`config.mk`:
```
export PLATFORM = sky130hd
export DESIGN_NAME = bpt_final
export DESIGN_NICKNAME = d
export VERILOG_FILES = /design/src/hdl/bpt_pkg.sv /design/src/hdl/bpt_final.sv
export SDC_FILE = /design/constraint.sdc
export NUM_CORES = 2
export LEC_CHECK = 0
export BUFFER_PORTS_ARGS = -buffer_cell sky130_fd_sc_hd__buf_4
export CORE_ASPECT_RATIO = 0.7
export CORE_MARGIN = 3
export CORE_UTILIZATION = 45
export DETAILED_ROUTE_END_ITERATION = 6
export PLACE_DENSITY = 0.6
export SETUP_SLACK_MARGIN = 0.5
export SLEW_MARGIN = 20
export SYNTH_ARGS = -nofsm -noshare
export SYNTH_HDL_FRONTEND = slang
export SYNTH_SLANG_ARGS = --single-unit
```
`constraint.sdc`:
```
create_clock -name clock -period 9.65 [get_ports clock]
set_clock_uncertainty 0.2 [all_clocks]
set_input_delay 0.4825 -clock clock [delete_from_list [all_inputs] [get_ports clock]]
set_output_delay 0.4825 -clock clock [all_outputs]
set_load 0.03 [all_outputs]
```
`src/hdl/bpt_pkg.sv`:
```
// Package for the barometer compensation pipeline: payload structs,
// calibration struct, register indexes, reset values and formula constants.
// No dependencies.
`timescale 1ns / 1ps

package bpt_pkg;

   localparam int DivW = 32;

   typedef struct packed {
      logic [15:0] raw_temp;
      logic [18:0] raw_press;
   } req_type;

   typedef struct packed {
      logic signed [15:0] temperature;
      logic [31:0]        pressure;
      logic               div_error;
   } rsp_type;

   // calibration words as the datapath sees them
   typedef struct packed {
      logic [1:0]  oss;
      logic [15:0] ac1;
      logic [15:0] ac2;
      logic [15:0] ac3;
      logic [15:0] ac4;
      logic [15:0] ac5;
      logic [15:0] ac6;
      logic [15:0] b1;
      logic [15:0] b2;
      logic [15:0] mc;
      logic [15:0] md;
   } cal_type;

   // sideband through the temperature divider
   typedef struct packed {
      logic [31:0] x1;
      logic [18:0] up;
      logic        neg;
      logic        err;
   } tside_type;

   // sideband through the pressure divider
   typedef struct packed {
      logic [31:0] b5;
      logic        big;
      logic        err;
   } pside_type;

   typedef enum logic [2:0] {
      REG_OSS   = 3'd0,
      REG_CAL_A = 3'd1,
      REG_CAL_B = 3'd2,
      REG_CAL_C = 3'd3,
      REG_CAL_D = 3'd4
   } reg_idx_type;

   localparam logic [1:0]  RstOss  = 2'd0;
   localparam logic [47:0] RstCalA = 48'h0198FFB8C7D1;
   localparam logic [47:0] RstCalB = 48'h7FE57FF55A71;
   localparam logic [31:0] RstCalC = 32'h182E0004;
   localparam logic [31:0] RstCalD = 32'hDDF90B34;

   localparam logic [31:0] K4000  = 32'd4000;
   localparam logic [31:0] K50000 = 32'd50000;
   localparam logic [31:0] K32768 = 32'd32768;
   localparam logic [31:0] K3038  = 32'd3038;
   localparam logic [31:0] K7357  = 32'd7357;
   localparam logic [31:0] K3791  = 32'd3791;

   function automatic logic [31:0] asr(input logic [31:0] x, input logic [4:0] n);
      return $unsigned($signed(x) >>> n);
   endfunction

   function automatic logic [31:0] sx16(input logic [15:0] v);
      return {{16{v[15]}}, v};
   endfunction

endpackage

```
`src/hdl/bpt_final.sv`:
```
// Tail of the pipeline: pressure correction polynomial, temperature
// rounding and the output register. Uses bpt_pkg.
`timescale 1ns / 1ps

module bpt_final (
   input  logic                clock,
   input  logic                reset,
   input  logic                en,
   input  logic                in_valid,
   input  logic [31:0]         in_quot,
   input  bpt_pkg::pside_type  in_side,
   output logic                out_valid,
   output bpt_pkg::rsp_type    out_data
);

   logic        f1_v_ff, f2_v_ff, f3_v_ff, f4_v_ff;
   logic [31:0] f1_p_ff, f2_p_ff, f3_p_ff;
   logic [31:0] f2_m1_ff, f2_m2_ff, f3_m2_ff, f3_x1_ff;
   logic [31:0] f2_m1_in, f2_m2_in, f3_x1_in, ph, corr, tq;
   bpt_pkg::pside_type f1_side_ff, f2_side_ff, f3_side_ff;
   bpt_pkg::rsp_type   f4_data_ff, f4_data_in;

   always_comb begin
      ph       = f1_p_ff >> 8;
      f2_m1_in = ph * ph;
      f2_m2_in = bpt_pkg::asr(32'd0 - bpt_pkg::K7357 * f1_p_ff, 5'd16);
      f3_x1_in = bpt_pkg::asr(f2_m1_ff * bpt_pkg::K3038, 5'd16);
      corr     = bpt_pkg::asr(f3_x1_ff + f3_m2_ff + bpt_pkg::K3791, 5'd4);
      tq       = bpt_pkg::asr(f3_side_ff.b5 + 32'd8, 5'd4);
      if (f3_side_ff.err) begin
         f4_data_in = '0;
         f4_data_in.div_error = 1'b1;
      end else begin
         f4_data_in.temperature = $signed(tq[15:0]);
         f4_data_in.pressure    = f3_p_ff + corr;
         f4_data_in.div_error   = 1'b0;
      end
   end

   always_ff @(posedge clock) begin
      if (reset) begin
         f1_v_ff <= 1'b0;
         f2_v_ff <= 1'b0;
         f3_v_ff <= 1'b0;
         f4_v_ff <= 1'b0;
      end else if (en) begin
         f1_v_ff <= in_valid;
         f2_v_ff <= f1_v_ff;
         f3_v_ff <= f2_v_ff;
         f4_v_ff <= f3_v_ff;
      end
   end

   always_ff @(posedge clock) begin
      if (en) begin
         f1_p_ff    <= in_side.big ? (in_quot << 1) : in_quot;
         f1_side_ff <= in_side;
         f2_p_ff    <= f1_p_ff;
         f2_m1_ff   <= f2_m1_in;
         f2_m2_ff   <= f2_m2_in;
         f2_side_ff <= f1_side_ff;
         f3_p_ff    <= f2_p_ff;
         f3_x1_ff   <= f3_x1_in;
         f3_m2_ff   <= f2_m2_ff;
         f3_side_ff <= f2_side_ff;
         f4_data_ff <= f4_data_in;
      end
   end

   assign out_valid = f4_v_ff;
   assign out_data  = f4_data_ff;

endmodule

```
* Word-level counts from Yosys, hierarchy flattened
Index checks and enable logic that the tools add are counted.
** Cells by class
- Add/subtract/negate cells :: 5
- Multiply operators :: 3
- Multiplexer cells :: 2
** Operator list (number)
- $add A32 B12 Y32 const B :: 1
- $add A32 B32 Y32 :: 1
- $mul A13 B32 Y32 const A :: 1
- $mul A24 B24 Y32 :: 1
- $mul A32 B11 Y31 const B :: 1
- $mux W32 :: 1
- $sub A1 B32 Y32 const A :: 1
- $add A20 B4 Y20 const B :: 1
- $add A16 B16 Y17 :: 1
- $mux W1 :: 1
** Word-level totals
- Register bits after elaboration :: 292
- Output and inout bits :: 50
- Logic and storage cells :: 31

* Depth between registers and ports, before layout
- Word-level depth :: 3
- Depth in mapped cells :: 27

* Worst setup path before layout
No wires, ideal clock.
- Path kind :: reg-to-reg
- Start :: register f1_p_ff[8]
- End :: register f2_m1_ff[24], data pin
- Setup time :: 0.262 ns
- Arrival :: 6.747 ns
- Setup slack :: 2.441 ns
- Stages on the path, launching flop included :: 24
- Path buffers :: 1
- Path through :: edfxtp_1 inv_1 clkbuf_1 nor2_1 fa_1 inv_1 fa_1 fa_1 fa_1 inv_1 fa_1 fa_1 inv_1 fa_1 inv_1 ha_1 a211o_1 a2111oi_0 o31ai_1 nor3_1 nor2b_1 a21oi_1 o21ai_1 xor2_1
** On the way
- Cells in the longest elaborated chain, start to end :: 1
** RTL lines
- from (decl) :: RTL line bpt_final.sv:17 : logic [31:0] f1_p_ff, f2_p_ff, f3_p_ff;
- from (signal assigned) :: RTL line bpt_final.sv:56 : f1_p_ff <= in_side.big ? (in_quot << 1) : in_quot;
- $mul A24 B24 Y32 :: RTL line bpt_final.sv:25 : f2_m1_in = ph * ph;
- net f2_m1_in[24] :: RTL line bpt_final.sv:19 : logic [31:0] f2_m1_in, f2_m2_in, f3_x1_in, ph, corr, tq;
- to (signal assigned) :: RTL line bpt_final.sv:59 : f2_m1_ff <= f2_m1_in;
- to (decl) :: RTL line bpt_final.sv:18 : logic [31:0] f2_m1_ff, f2_m2_ff, f3_m2_ff, f3_x1_ff;
The timed path passes the listed nets, and every way through them passes these cells.
A chain may end at the register's enable or synchronous reset.

* Worst setup path after layout
- Start :: register f1_p_ff[20]
- End :: register f2_m1_ff[28], data pin
The elaborated chain is that of the path after synthesis.

==> reports/results.ini <==
[yosys]
synth_edf_count=276
syn_inst=3167
synth-main-ff-cell=edfxtp_1
ys_seq_area_share_pct=23.9
synth.distinct_cells=79
synth_area_mm2=0.0350
avgSynthCellArea_um2=11.1
ys_seq_elements=280
async_flop_share_pct=0
ys_warn_count=0

[cells_and_area]
antennaDiodeCount=0
drive_gt1_share_pct=7.60
final_nets=4437
area_growth_pct=11.0

[routing]
drc=0
wl_um=78400
routed_via_density=4.79
drt_iter0_drc=1335
wire_per_inst_um=17.8
drtAntennaViolNets=0
vias=21134
firstDrtPassIters=5

[place]
gp_congestion=0.866
place_hpwl_um=63200
place_ws_ns=1.57
numPortBuffers=104

[cts]
cts_buffer_depth=3
cts-root-buf=clkbuf_16
cts_hold_buf=51
cts_made_buffers=35
cts_resized=0
clkTransAtPathRegs_ns=0.07
clk_latency_ns=0.58
cts.sinks=280
cts_setup_buffers=0
htree_levels=2
tritoncts=built

[global_routing]
grt_antenna_before_repair=0
grt_pass1_vias=22422
grt_max_degree=87
grt_first_pass_wirelength_um=128000
grt.overflow.total=0
track_usage_pct=20.3

[timing]
period_needed_ns=8.12
setup_ws_ns=1.53
hold_viol_final=0
tightest_slew_ns=1.06
setup_tns_ns=0
slew_violations=0
fmax_ghz=0.123
rsz0062_at_grt=no
setup-violations-final=0
finalCritPeriodShare_pct=84.2
maxSlewHeadroom_pct=29.4

[floorplanning]
fp.dieW_um=339
core_mm2=0.0761
die_area_mm2=0.0812
die_h_um=239
initial_core_util_pct=46.0
placementRows=84
ios=120

[setup_path]
startpoint_type=flip-flop
crit_type=flip-flop to flip-flop
arrival_ns=8.22
crit_path_end_kind=flip-flop
crit_fanout=13
cp.required_ns=9.75

[run_status]
status=finished clean

[flow_run]
maxCapViolCount=0

[worst_hold_path]
min_path_type=primary input to flip-flop

## kinds of logic (layout without fill, tap and decap cells)
kind of cell,after synthesis,count (layout),share of synthesized area [%]
buffers and inverters,942,1156,10.1
other,1,3,0.0107
xor gates and xnor gates,160,160,4.03
muxes,38,38,1.20
DFF,280,280,23.9
AOI/OAI and AO/OA,267,267,5.22
adders and majority gates,1011,1011,49.5
and+or+nand+nor,468,468,6.02
## routing by layer
layer  track usage, %  vias up  part of all wire [%]
met5                0        -                     0
met4             3.10        0                   1.2
met3             4.82       48                   7.7
met2             27.7      538                    39
met1             33.0    10384                    52
li1                 -    10164                     -
## through the flow
stage	area, um^2	instances	util [%]	hold WS [ns]
3_3_place_gp	37200	4300	48.9	0.200
3_5_place_dp	37200	4300	48.9	0.205
5_1_grt	38900	4415	51.1	0.0182
6_report	38900	4415	51.1	0.0375
4_1_cts	38900	4415	51.1	0.000511
2_1_floorplan	35000	3169	-	0.200
## registers in the layout, indices dropped and copies added, names as in the netlist, 16 cells and up
signal and cells:
f2_p_ff 32, f3_p_ff 32, f2_side_ff 18, f3_m2_ff 16
f3_side_ff 18, f3_x1_ff 16, out_data 49, f1_p_ff 32
f2_m2_ff 16, f2_m1_ff 29, f1_side_ff 18
## critical path, cell delays in order, from the launching register on
cell and delay [ns]:
edfxtp_1 0.36, buf_4 0.24, inv_1 0.47, nor2_1 0.15
fa_1 0.56, inv_1 0.07, fa_1 0.52, fa_1 0.52
fa_1 0.39, inv_1 0.08, fa_1 0.44, fa_1 0.54
inv_1 0.05, fa_1 0.47, inv_1 0.04, ha_1 0.35
a211o_1 0.31, a2111oi_0 0.69, o31ai_1 0.19, nor3_1 0.51
o21ai_0 0.27, o21a_1 0.22, nor3_1 0.13, a21oi_1 0.06
## final timing paths
kind,from,slack [ns],cells past startpoint,endpoint
setup / recovery,f1_p_ff[20],1.53,23,f2_m1_ff[28]
hold / removal,in_quot[13],0.04,2,f1_p_ff[13]
setup reg to reg,f1_p_ff[20],1.53,23,f2_m1_ff[28]
hold reg to reg,f2_p_ff[12],0.21,0,f3_p_ff[12]
## cell usage after synthesis, types with 9 or more instances
cell      number  share of area [%]
a211oi_1       9               0.19
a21o_1        31               0.66
a21oi_1       71                1.0
a31oi_1       10               0.18
and2_1        11               0.20
clkbuf_1      33               0.35
edfxtp_1     276                 24
fa_1         623                 36
ha_1         388                 14
inv_1        891                9.6
mux2_2        31                1.0
nand2_1      143                1.5
nand2b_1      11               0.20
nand3_1       22               0.31
nand4_1        9               0.16
nor2_1       186                2.0
nor2b_1       15               0.27
nor3_1        23               0.33
o21a_1        28               0.60
o21ai_0       39               0.56
or2_2         13               0.23
xnor2_1       97                2.4
xor2_1        62                1.6
## layout make-up
| type | instances | area, um^2 |
|---|---|---|
| sequential | 280 | 8370 |
| clock inverter | 20 | 226 |
| clock buffer | 44 | 930 |
| fill | 6941 | 37200 |
| multi-input combinational | 1947 | 23100 |
| inverter | 903 | 3390 |
| timing repair buffer | 189 | 1550 |
| tap | 1032 | 1290 |
## cell usage in the layout, fill, tap and decap left out, types with 62 or more instances in the layout
master      n
a21oi_1    71
buf_4     137
edfxtp_1  276
fa_1      623
ha_1      388
inv_1     891
nand2_1   143
nor2_1    186
xnor2_1    97
xor2_1     62
Power is not shown: default switching activity piles up to over one toggle a cycle in this logic, so the estimate is an artifact.
