### src/hdl/bpt_pkg.sv
// Package for the barometer compensation pipeline: payload structs,
// calibration struct, register indexes, reset values and formula constants.
// No dependencies.
`timescale 1ns / 1ps

package bpt_pkg;

   localparam int DivW = 32;

   typedef struct packed {
      logic [15:0] raw_temp;
      logic [18:0] raw_press;
   } req_type;

   typedef struct packed {
      logic signed [15:0] temperature;
      logic [31:0]        pressure;
      logic               div_error;
   } rsp_type;

   // calibration words as the datapath sees them
   typedef struct packed {
      logic [1:0]  oss;
      logic [15:0] ac1;
      logic [15:0] ac2;
      logic [15:0] ac3;
      logic [15:0] ac4;
      logic [15:0] ac5;
      logic [15:0] ac6;
      logic [15:0] b1;
      logic [15:0] b2;
      logic [15:0] mc;
      logic [15:0] md;
   } cal_type;

   // sideband through the temperature divider
   typedef struct packed {
      logic [31:0] x1;
      logic [18:0] up;
      logic        neg;
      logic        err;
   } tside_type;

   // sideband through the pressure divider
   typedef struct packed {
      logic [31:0] b5;
      logic        big;
      logic        err;
   } pside_type;

   typedef enum logic [2:0] {
      REG_OSS   = 3'd0,
      REG_CAL_A = 3'd1,
      REG_CAL_B = 3'd2,
      REG_CAL_C = 3'd3,
      REG_CAL_D = 3'd4
   } reg_idx_type;

   localparam logic [1:0]  RstOss  = 2'd0;
   localparam logic [47:0] RstCalA = 48'h0198FFB8C7D1;
   localparam logic [47:0] RstCalB = 48'h7FE57FF55A71;
   localparam logic [31:0] RstCalC = 32'h182E0004;
   localparam logic [31:0] RstCalD = 32'hDDF90B34;

   localparam logic [31:0] K4000  = 32'd4000;
   localparam logic [31:0] K50000 = 32'd50000;
   localparam logic [31:0] K32768 = 32'd32768;
   localparam logic [31:0] K3038  = 32'd3038;
   localparam logic [31:0] K7357  = 32'd7357;
   localparam logic [31:0] K3791  = 32'd3791;

   function automatic logic [31:0] asr(input logic [31:0] x, input logic [4:0] n);
      return $unsigned($signed(x) >>> n);
   endfunction

   function automatic logic [31:0] sx16(input logic [15:0] v);
      return {{16{v[15]}}, v};
   endfunction

endpackage

### src/hdl/bpt_div.sv
// Pipelined unsigned 32/32 restoring divider, one quotient bit per stage,
// with a sideband word riding along. Uses bpt_pkg.
`timescale 1ns / 1ps

module bpt_div #(
   parameter int SIDE_W = 1
) (
   input  logic                clock,
   input  logic                reset,
   input  logic                en,
   input  logic                in_valid,
   input  logic [31:0]         in_num,
   input  logic [31:0]         in_den,
   input  logic [SIDE_W-1:0]   in_side,
   output logic                out_valid,
   output logic [31:0]         out_quot,
   output logic [SIDE_W-1:0]   out_side
);

   localparam int N = bpt_pkg::DivW;

   logic              v_ff    [N+1];
   logic [31:0]       num_ff  [N+1];
   logic [31:0]       rem_ff  [N+1];
   logic [31:0]       den_ff  [N+1];
   logic [SIDE_W-1:0] side_ff [N+1];

   always_comb begin
      v_ff[0]    = in_valid;
      num_ff[0]  = in_num;
      rem_ff[0]  = '0;
      den_ff[0]  = in_den;
      side_ff[0] = in_side;
   end

   for (genvar k = 1; k <= N; k++) begin : g_step
      logic [32:0] trial;
      logic [32:0] diff;
      logic        fits;

      always_comb begin
         trial = {rem_ff[k-1], num_ff[k-1][31]};
         diff  = trial - {1'b0, den_ff[k-1]};
         fits  = !diff[32];
      end

      always_ff @(posedge clock) begin
         if (reset) begin
            v_ff[k] <= 1'b0;
         end else if (en) begin
            v_ff[k] <= v_ff[k-1];
         end
      end

      always_ff @(posedge clock) begin
         if (en) begin
            rem_ff[k]  <= fits ? diff[31:0] : trial[31:0];
            num_ff[k]  <= {num_ff[k-1][30:0], fits};
            den_ff[k]  <= den_ff[k-1];
            side_ff[k] <= side_ff[k-1];
         end
      end
   end

   assign out_valid = v_ff[N];
   assign out_quot  = num_ff[N];
   assign out_side  = side_ff[N];

endmodule

### config.mk
export PLATFORM = sky130hd
export DESIGN_NAME = bpt_div
export DESIGN_NICKNAME = d
export VERILOG_FILES = /design/src/hdl/bpt_pkg.sv /design/src/hdl/bpt_div.sv
export SDC_FILE = /design/constraint.sdc
export NUM_CORES = 2
export LEC_CHECK = 0
export BUFFER_PORTS_ARGS = -buffer_cell sky130_fd_sc_hd__buf_2
export CORE_MARGIN = 2
export CORE_UTILIZATION = 50
export DETAILED_ROUTE_END_ITERATION = 7
export PLACE_DENSITY_LB_ADDON = 0.12
export SLEW_MARGIN = 40
export SYNTH_ARGS = -nofsm -noshare
export SYNTH_HDL_FRONTEND = slang
export SYNTH_SLANG_ARGS = --single-unit
### constraint.sdc
create_clock -name clock -period 6.7 [get_ports clock]
set_clock_uncertainty 0.05 [all_clocks]
set_input_delay 0 -clock clock [delete_from_list [all_inputs] [get_ports clock]]
set_output_delay 0 -clock clock [all_outputs]
set_load 0.02 [all_outputs]
Word-level counts from Yosys, hierarchy flattened
Index checks and enable logic that the tools add are counted.
Word-level totals
  bits in registers: 3072
  bits of input ports: 69
  output and inout bits: 34
Operators by class
  $add $sub $neg: 32
  reductions and logical operators: 32
  multiplexer cells: 31
Operators with widths (number)
  33-bit by 32-bit subtractor with 33-bit output: 31
  32-bit two-way mux: 30
  1-bit by 32-bit subtractor with 33-bit output: 1
  1-bit logical NOT: 32
  1-bit two-way mux: 1

Logic depth before layout (Yosys ltp)
  word-level depth: 2
  gate-level depth with buffers: 16

Worst setup path after synthesis
OpenSTA, ideal clock, no wires.
  path kind: reg-to-reg
  start: reg den_ff[384] (netlist name)
  end: reg rem_ff (netlist bit g_step[22].trial[26]) (data pin)
  arrival: 3420 ps
  path buffers: 1
  cell stages (with the launch flop): 14
  setup time: 260 ps
  path slack: 2970 ps
  data required time: 6390 ps
  cells stage by stage: edfxtp_1 ha_1 fa_1 nor2b_1 o31a_1 o221a_2 o2111ai_1 a21boi_1 a31o_2 a211oi_1 or4_1 nand3_1 buf_2 mux2_2
On the way
  cells in the longest elaborated chain, start to end: 2
Ends and longest elaborated chain
  start, declared: line bpt_div.sv:25  | logic [31:0] den_ff [N+1];
  start signal, assigned by index: line bpt_div.sv:59  | den_ff[k] <= den_ff[k-1];
  33-bit by 32-bit subtractor with 33-bit output: line bpt_div.sv:43  | diff = trial - {1'b0, den_ff[k-1]};
  32-bit two-way mux: line bpt_div.sv:57  | rem_ff[k] <= fits ? diff[31:0] : trial[31:0];
  end signal, assigned by index: line bpt_div.sv:57
  end, declared: line bpt_div.sv:24  | logic [31:0] rem_ff [N+1];
Every way passes these cells.
A chain may end at the register's enable or synchronous reset.

Worst setup path after layout
  start: reg den_ff[768] (netlist name)
  end: reg rem_ff (netlist bit g_step[10].trial[20]) (data pin)
The elaborated chain is that of the path after synthesis.

==> key figures <==
Run status
  – Status: completed

Synthesis
  – Post-synth EDFFs: roughly 3000
  – Synth Warn #: 0
  – Simple logic cell fraction of the synthesized area: about 6.7%
  – Largest family of logic cells by synthesized area: compound AO/OA/AOI/OAI gates
  – Post-synth top flop: edfxtp_1
  – Leading area contributor after synthesis: edfxtp_1
  – Xor/xnor share of the synthesized area: under 10%
  – Mean Syn Cell Area: 12.8 um2
  – Synthesized cell area: 157000 um2
  – Adder-cell share of the synthesized area: under 10%
  – Distinct cells, synth: 91
  – FF+latch count, synth: roughly 3000
  – Top cells by area, synth: edfxtp_1, ha_1, mux2_2, xnor2_1, inv_1
  – Post-synthesis async set-or-reset flop share: 0%
  – Area share of the largest cell type after synthesis: 58.2%
  – Mux cell area share after synthesis: approximately 7%
  – Compound-gate portion of the synthesized area: approximately 11%
  – Post-synthesis sequential area ratio: between 50 and 60%
  – Synthesized instance count: about 12000

STA
  – Fmax: between 200 and 250 MHz
  – Fin Hold WS: between 0.09 and 0.1 ns
  – Tmin final: between 4 and 5 ns
  – Final setup viols: 0
  – Final hold violations: 0
  – Setup TNS: 0 ns
  – Slew Viols, Final: 0
  – Final Cycle Share: about 75%
  – Worst-margin pin slew: roughly 0.93 ns
  – RSZ-0062 raised after global routing: no
  – Slew margin rel.: between 30% and 40%

Detailed routing
  – Vias/cell: 5.64
  – Drt pass-1 iters: 6
  – Drt total wl: ~340000 um
  – Routed Antenna Nets: 0
  – DRC: 0
  – Iter 0 DRT Violations: between 7000 and 8000
  – WL/cell: ~20 um
  – Via count: between 90000 and 100k

CTS
  – Total CTS buffers: 340
  – Clock transition at path regs: ~0.06 ns
  – CTS H-Tree Depth: 5
  – Post_cts resized: 0
  – Clock sinks: a little over 3000
  – Worst skew pair latency: roughly 0.94 ns
  – Postcts setup bufs: 0
  – Clock Root Buffer: clkbuf_16
  – Clock Path Buffers: 4
  – CTS tree: done

Placement
  – Placed instance area: approximately 160000 um2
  – I/O Buffers: just over 100
  – Post-DP HPWL: around 250000 um
  – Placer Congestion: ~0.92

Die
  – Die height: 564 um
  – IO Count: between 100 and 150
  – Die Span X: ~560 um
  – Total Die Area: around 320000 um2
  – Site Rows: ~210
  – Core Area: between 300000 and 400000 um2
  – Initial core utilization: about half

Final layout
  – Area Growth Syn to Fin: 11.5%
  – Filler instances: around 25000
  – Nets: roughly 14000
  – Layout cells sized above 1: about 12%
  – Fin area: 175000 um2
  – Core Util, Final: 56.0%

Pwr
  – VDD IR max: around 0.00029 V
  – PD cells: just over 500 nW/um2
  – Leakage: ~70 nW
  – Design Power: approximately 0.089 W

GRT
  – Overall routing resource usage: between 20% and 30%
  – Vias in the first global route: 93770
  – Initial antenna violation count: 4
  – Largest net degree at the start of global routing: about 160
  – First-pass GRT wire length: approximately 530000 um
  – GRT overflow: 0

Setup path
  – Setup Crit Path Kind: register to register
  – Buffers plus inverters on the worst setup path: 2
  – Reg-to-reg critical path endpoint: g_step[10].trial[20]
  – Maximum fanout along the worst path: 26
  – Reg2Reg Depth: 14
  – Worst r2r src: den_ff[768]
  – Startpoint types: register
  – CP arrival: roughly 5.6 ns
  – Slowest CP cell: o31ai_1
  – R2R setup slack: about 1.7 ns
  – WP data required: 7.27 ns
  – Worst stage delay on the critical path: 0.58 ns
  – Worst path depth: 14
  – Largest delay share family, worst path: compound AO/OA/AOI/OAI gates
  – Crit path capture type: register
  – CP cell instances: ha_1 > fa_1 > nor2b_1 > o31ai_1 > a211oi_1 > nor2_1 > o31a_1 > o31ai_1 > a21oi_1 > mux2i_1 > nor2_1 > inv_1 > buf_4 > mux2_2

Hold path
  – Hold path endpoint: g_step[2].trial[1]
  – Min-delay src: in_num[31]
  – Min-Delay Path Depth: 5
  – Worst hold path type: input pin to register

Run
  – Max-Cap Viols: 0
stage by stage:
stage / worst slack [ns] / std cells
after floorplan: 2.97 / 12231
after global placement: 1.74 / 16278
after detailed placement: 1.70 / 16286
after CTS: 1.65 / 17030
after global routing: 1.18 / 17034
final: 1.70 / 17034
cells by family (layout without fill, tap and decap cells):
| logic type | after synthesis | after routing |
|---|---|---|
| other cells | 1 | 16 |
| xor+xnor | 808 | 808 |
| mux | 961 | 961 |
| fa+ha+maj | 1023 | 1023 |
| simple gates | 2138 | 2138 |
| buf+inv | 1503 | 2165 |
| flops | 3072 | 3072 |
| compound gates | 2711 | 2711 |
power breakdown:
group | switching [W] | internal (W)
clock network | 0.00765 | 0.0105
logic | 0.0207 | 0.0190
registers | 0.00298 | 0.0279
total | 0.0313 | 0.0574
cell usage after synthesis, types with 95 or more instances:
library cell  instances
edfxtp_1           3040
inv_1              1232
ha_1                993
a21oi_1             808
mux2_2              800
xnor2_1             555
nor2_1              546
nand2_1             516
a21o_1              475
o21ai_0             465
xor2_1              252
nand3_1             185
nor2b_1             154
o21a_1              151
clkbuf_1            150
nand2b_1            142
mux2i_1             133
and3_1              119
nor3_1              118
a31oi_1              98
nand4_1              95
sequential cells by signal (all words and copies together) (netlist names):
signal,flops
g_step.trial,1023
den_ff,992
num_ff,961
out_quot,32
side_ff,31
v_ff,31
out_side,1
out_valid,1
cell usage in the layout (no fill, tap or decap), types with 32 or more instances in the layout:
| cell | instances |
|---|---|
| and2_1 | 59 |
| xor2_1 | 249 |
| and3_1 | 119 |
| nor2b_1 | 154 |
| a211oi_1 | 62 |
| a21oi_1 | 808 |
| mux2_2 | 800 |
| nand3_1 | 185 |
| clkbuf_16 | 344 |
| dlygate4sd3_1 | 139 |
| nand2_1 | 516 |
| ha_1 | 993 |
| edfxtp_1 | 3040 |
| clkinv_1 | 61 |
| o21bai_1 | 75 |
| xnor2_1 | 543 |
| and4_1 | 33 |
| a21o_1 | 475 |
| o211ai_1 | 82 |
| clkbuf_1 | 71 |
| a21boi_0 | 47 |
| inv_1 | 1232 |
| a31oi_1 | 98 |
| mux2i_1 | 133 |
| buf_4 | 54 |
| o21ai_0 | 464 |
| buf_2 | 101 |
| o21a_1 | 151 |
| nor3_1 | 118 |
| nand2b_1 | 142 |
| nand4_1 | 95 |
| nor2_1 | 546 |
| dfxtp_1 | 32 |
| or3_1 | 36 |
| o2111ai_1 | 32 |
| clkinv_2 | 57 |
| o31ai_1 | 47 |
repair_timing:
item,in CTS,in global routing
hold buffers,139,0
hold endpoints to repair,516,0
endpoints found under the setup margin,0,0
final cells by class:
| cell class | instances | area, um2 | share of cell area [%] |
|---|---|---|---|
| sequential | 3072 | 91900 | 52.6 |
| multi-input combinational | 7656 | 59400 | 34.0 |
| clock buffer | 417 | 8900 | 5.09 |
| tap | 4140 | 5180 | 2.96 |
| inverter | 1234 | 4630 | 2.65 |
| timing repair buffer | 326 | 2920 | 1.67 |
| clock inverter | 188 | 1910 | 1.09 |
| antenna | 1 | 2.50 | 0.00143 |
routing by layer:
| layer | vias to the layer above | global-route usage, % | share of wire, % |
|---|---|---|---|
| li1 | 46303 | - | - |
| met1 | 47058 | 29.8 | 46 |
| met2 | 2146 | 34.3 | 47 |
| met3 | 533 | 2.39 | 4.3 |
| met4 | 0 | 5.48 | 2.5 |
| met5 | - | 0 | 0 |
worst register-to-register path, stage by stage (launching register included):
cell and delay, ns:
edfxtp_1 0.43, ha_1 0.26, fa_1 0.42, nor2b_1 0.16, o31ai_1 0.14, a211oi_1 0.25
nor2_1 0.14, o31a_1 0.38, o31ai_1 0.58, a21oi_1 0.23, mux2i_1 0.17, nor2_1 0.54
inv_1 0.32, buf_4 0.33, mux2_2 0.33
worst max-delay path by stage:
stage                start                    to
6_report       den_ff[768]  g_step[10].trial[20]
3_5_place_dp   den_ff[768]  g_step[10].trial[31]
3_3_place_gp   den_ff[704]   g_step[12].trial[3]
4_1_cts        den_ff[768]  g_step[10].trial[20]
2_1_floorplan  den_ff[384]  g_step[22].trial[26]
5_1_grt        den_ff[768]  g_step[10].trial[20]
No activity file was read; power rests on OpenSTA's default activity.
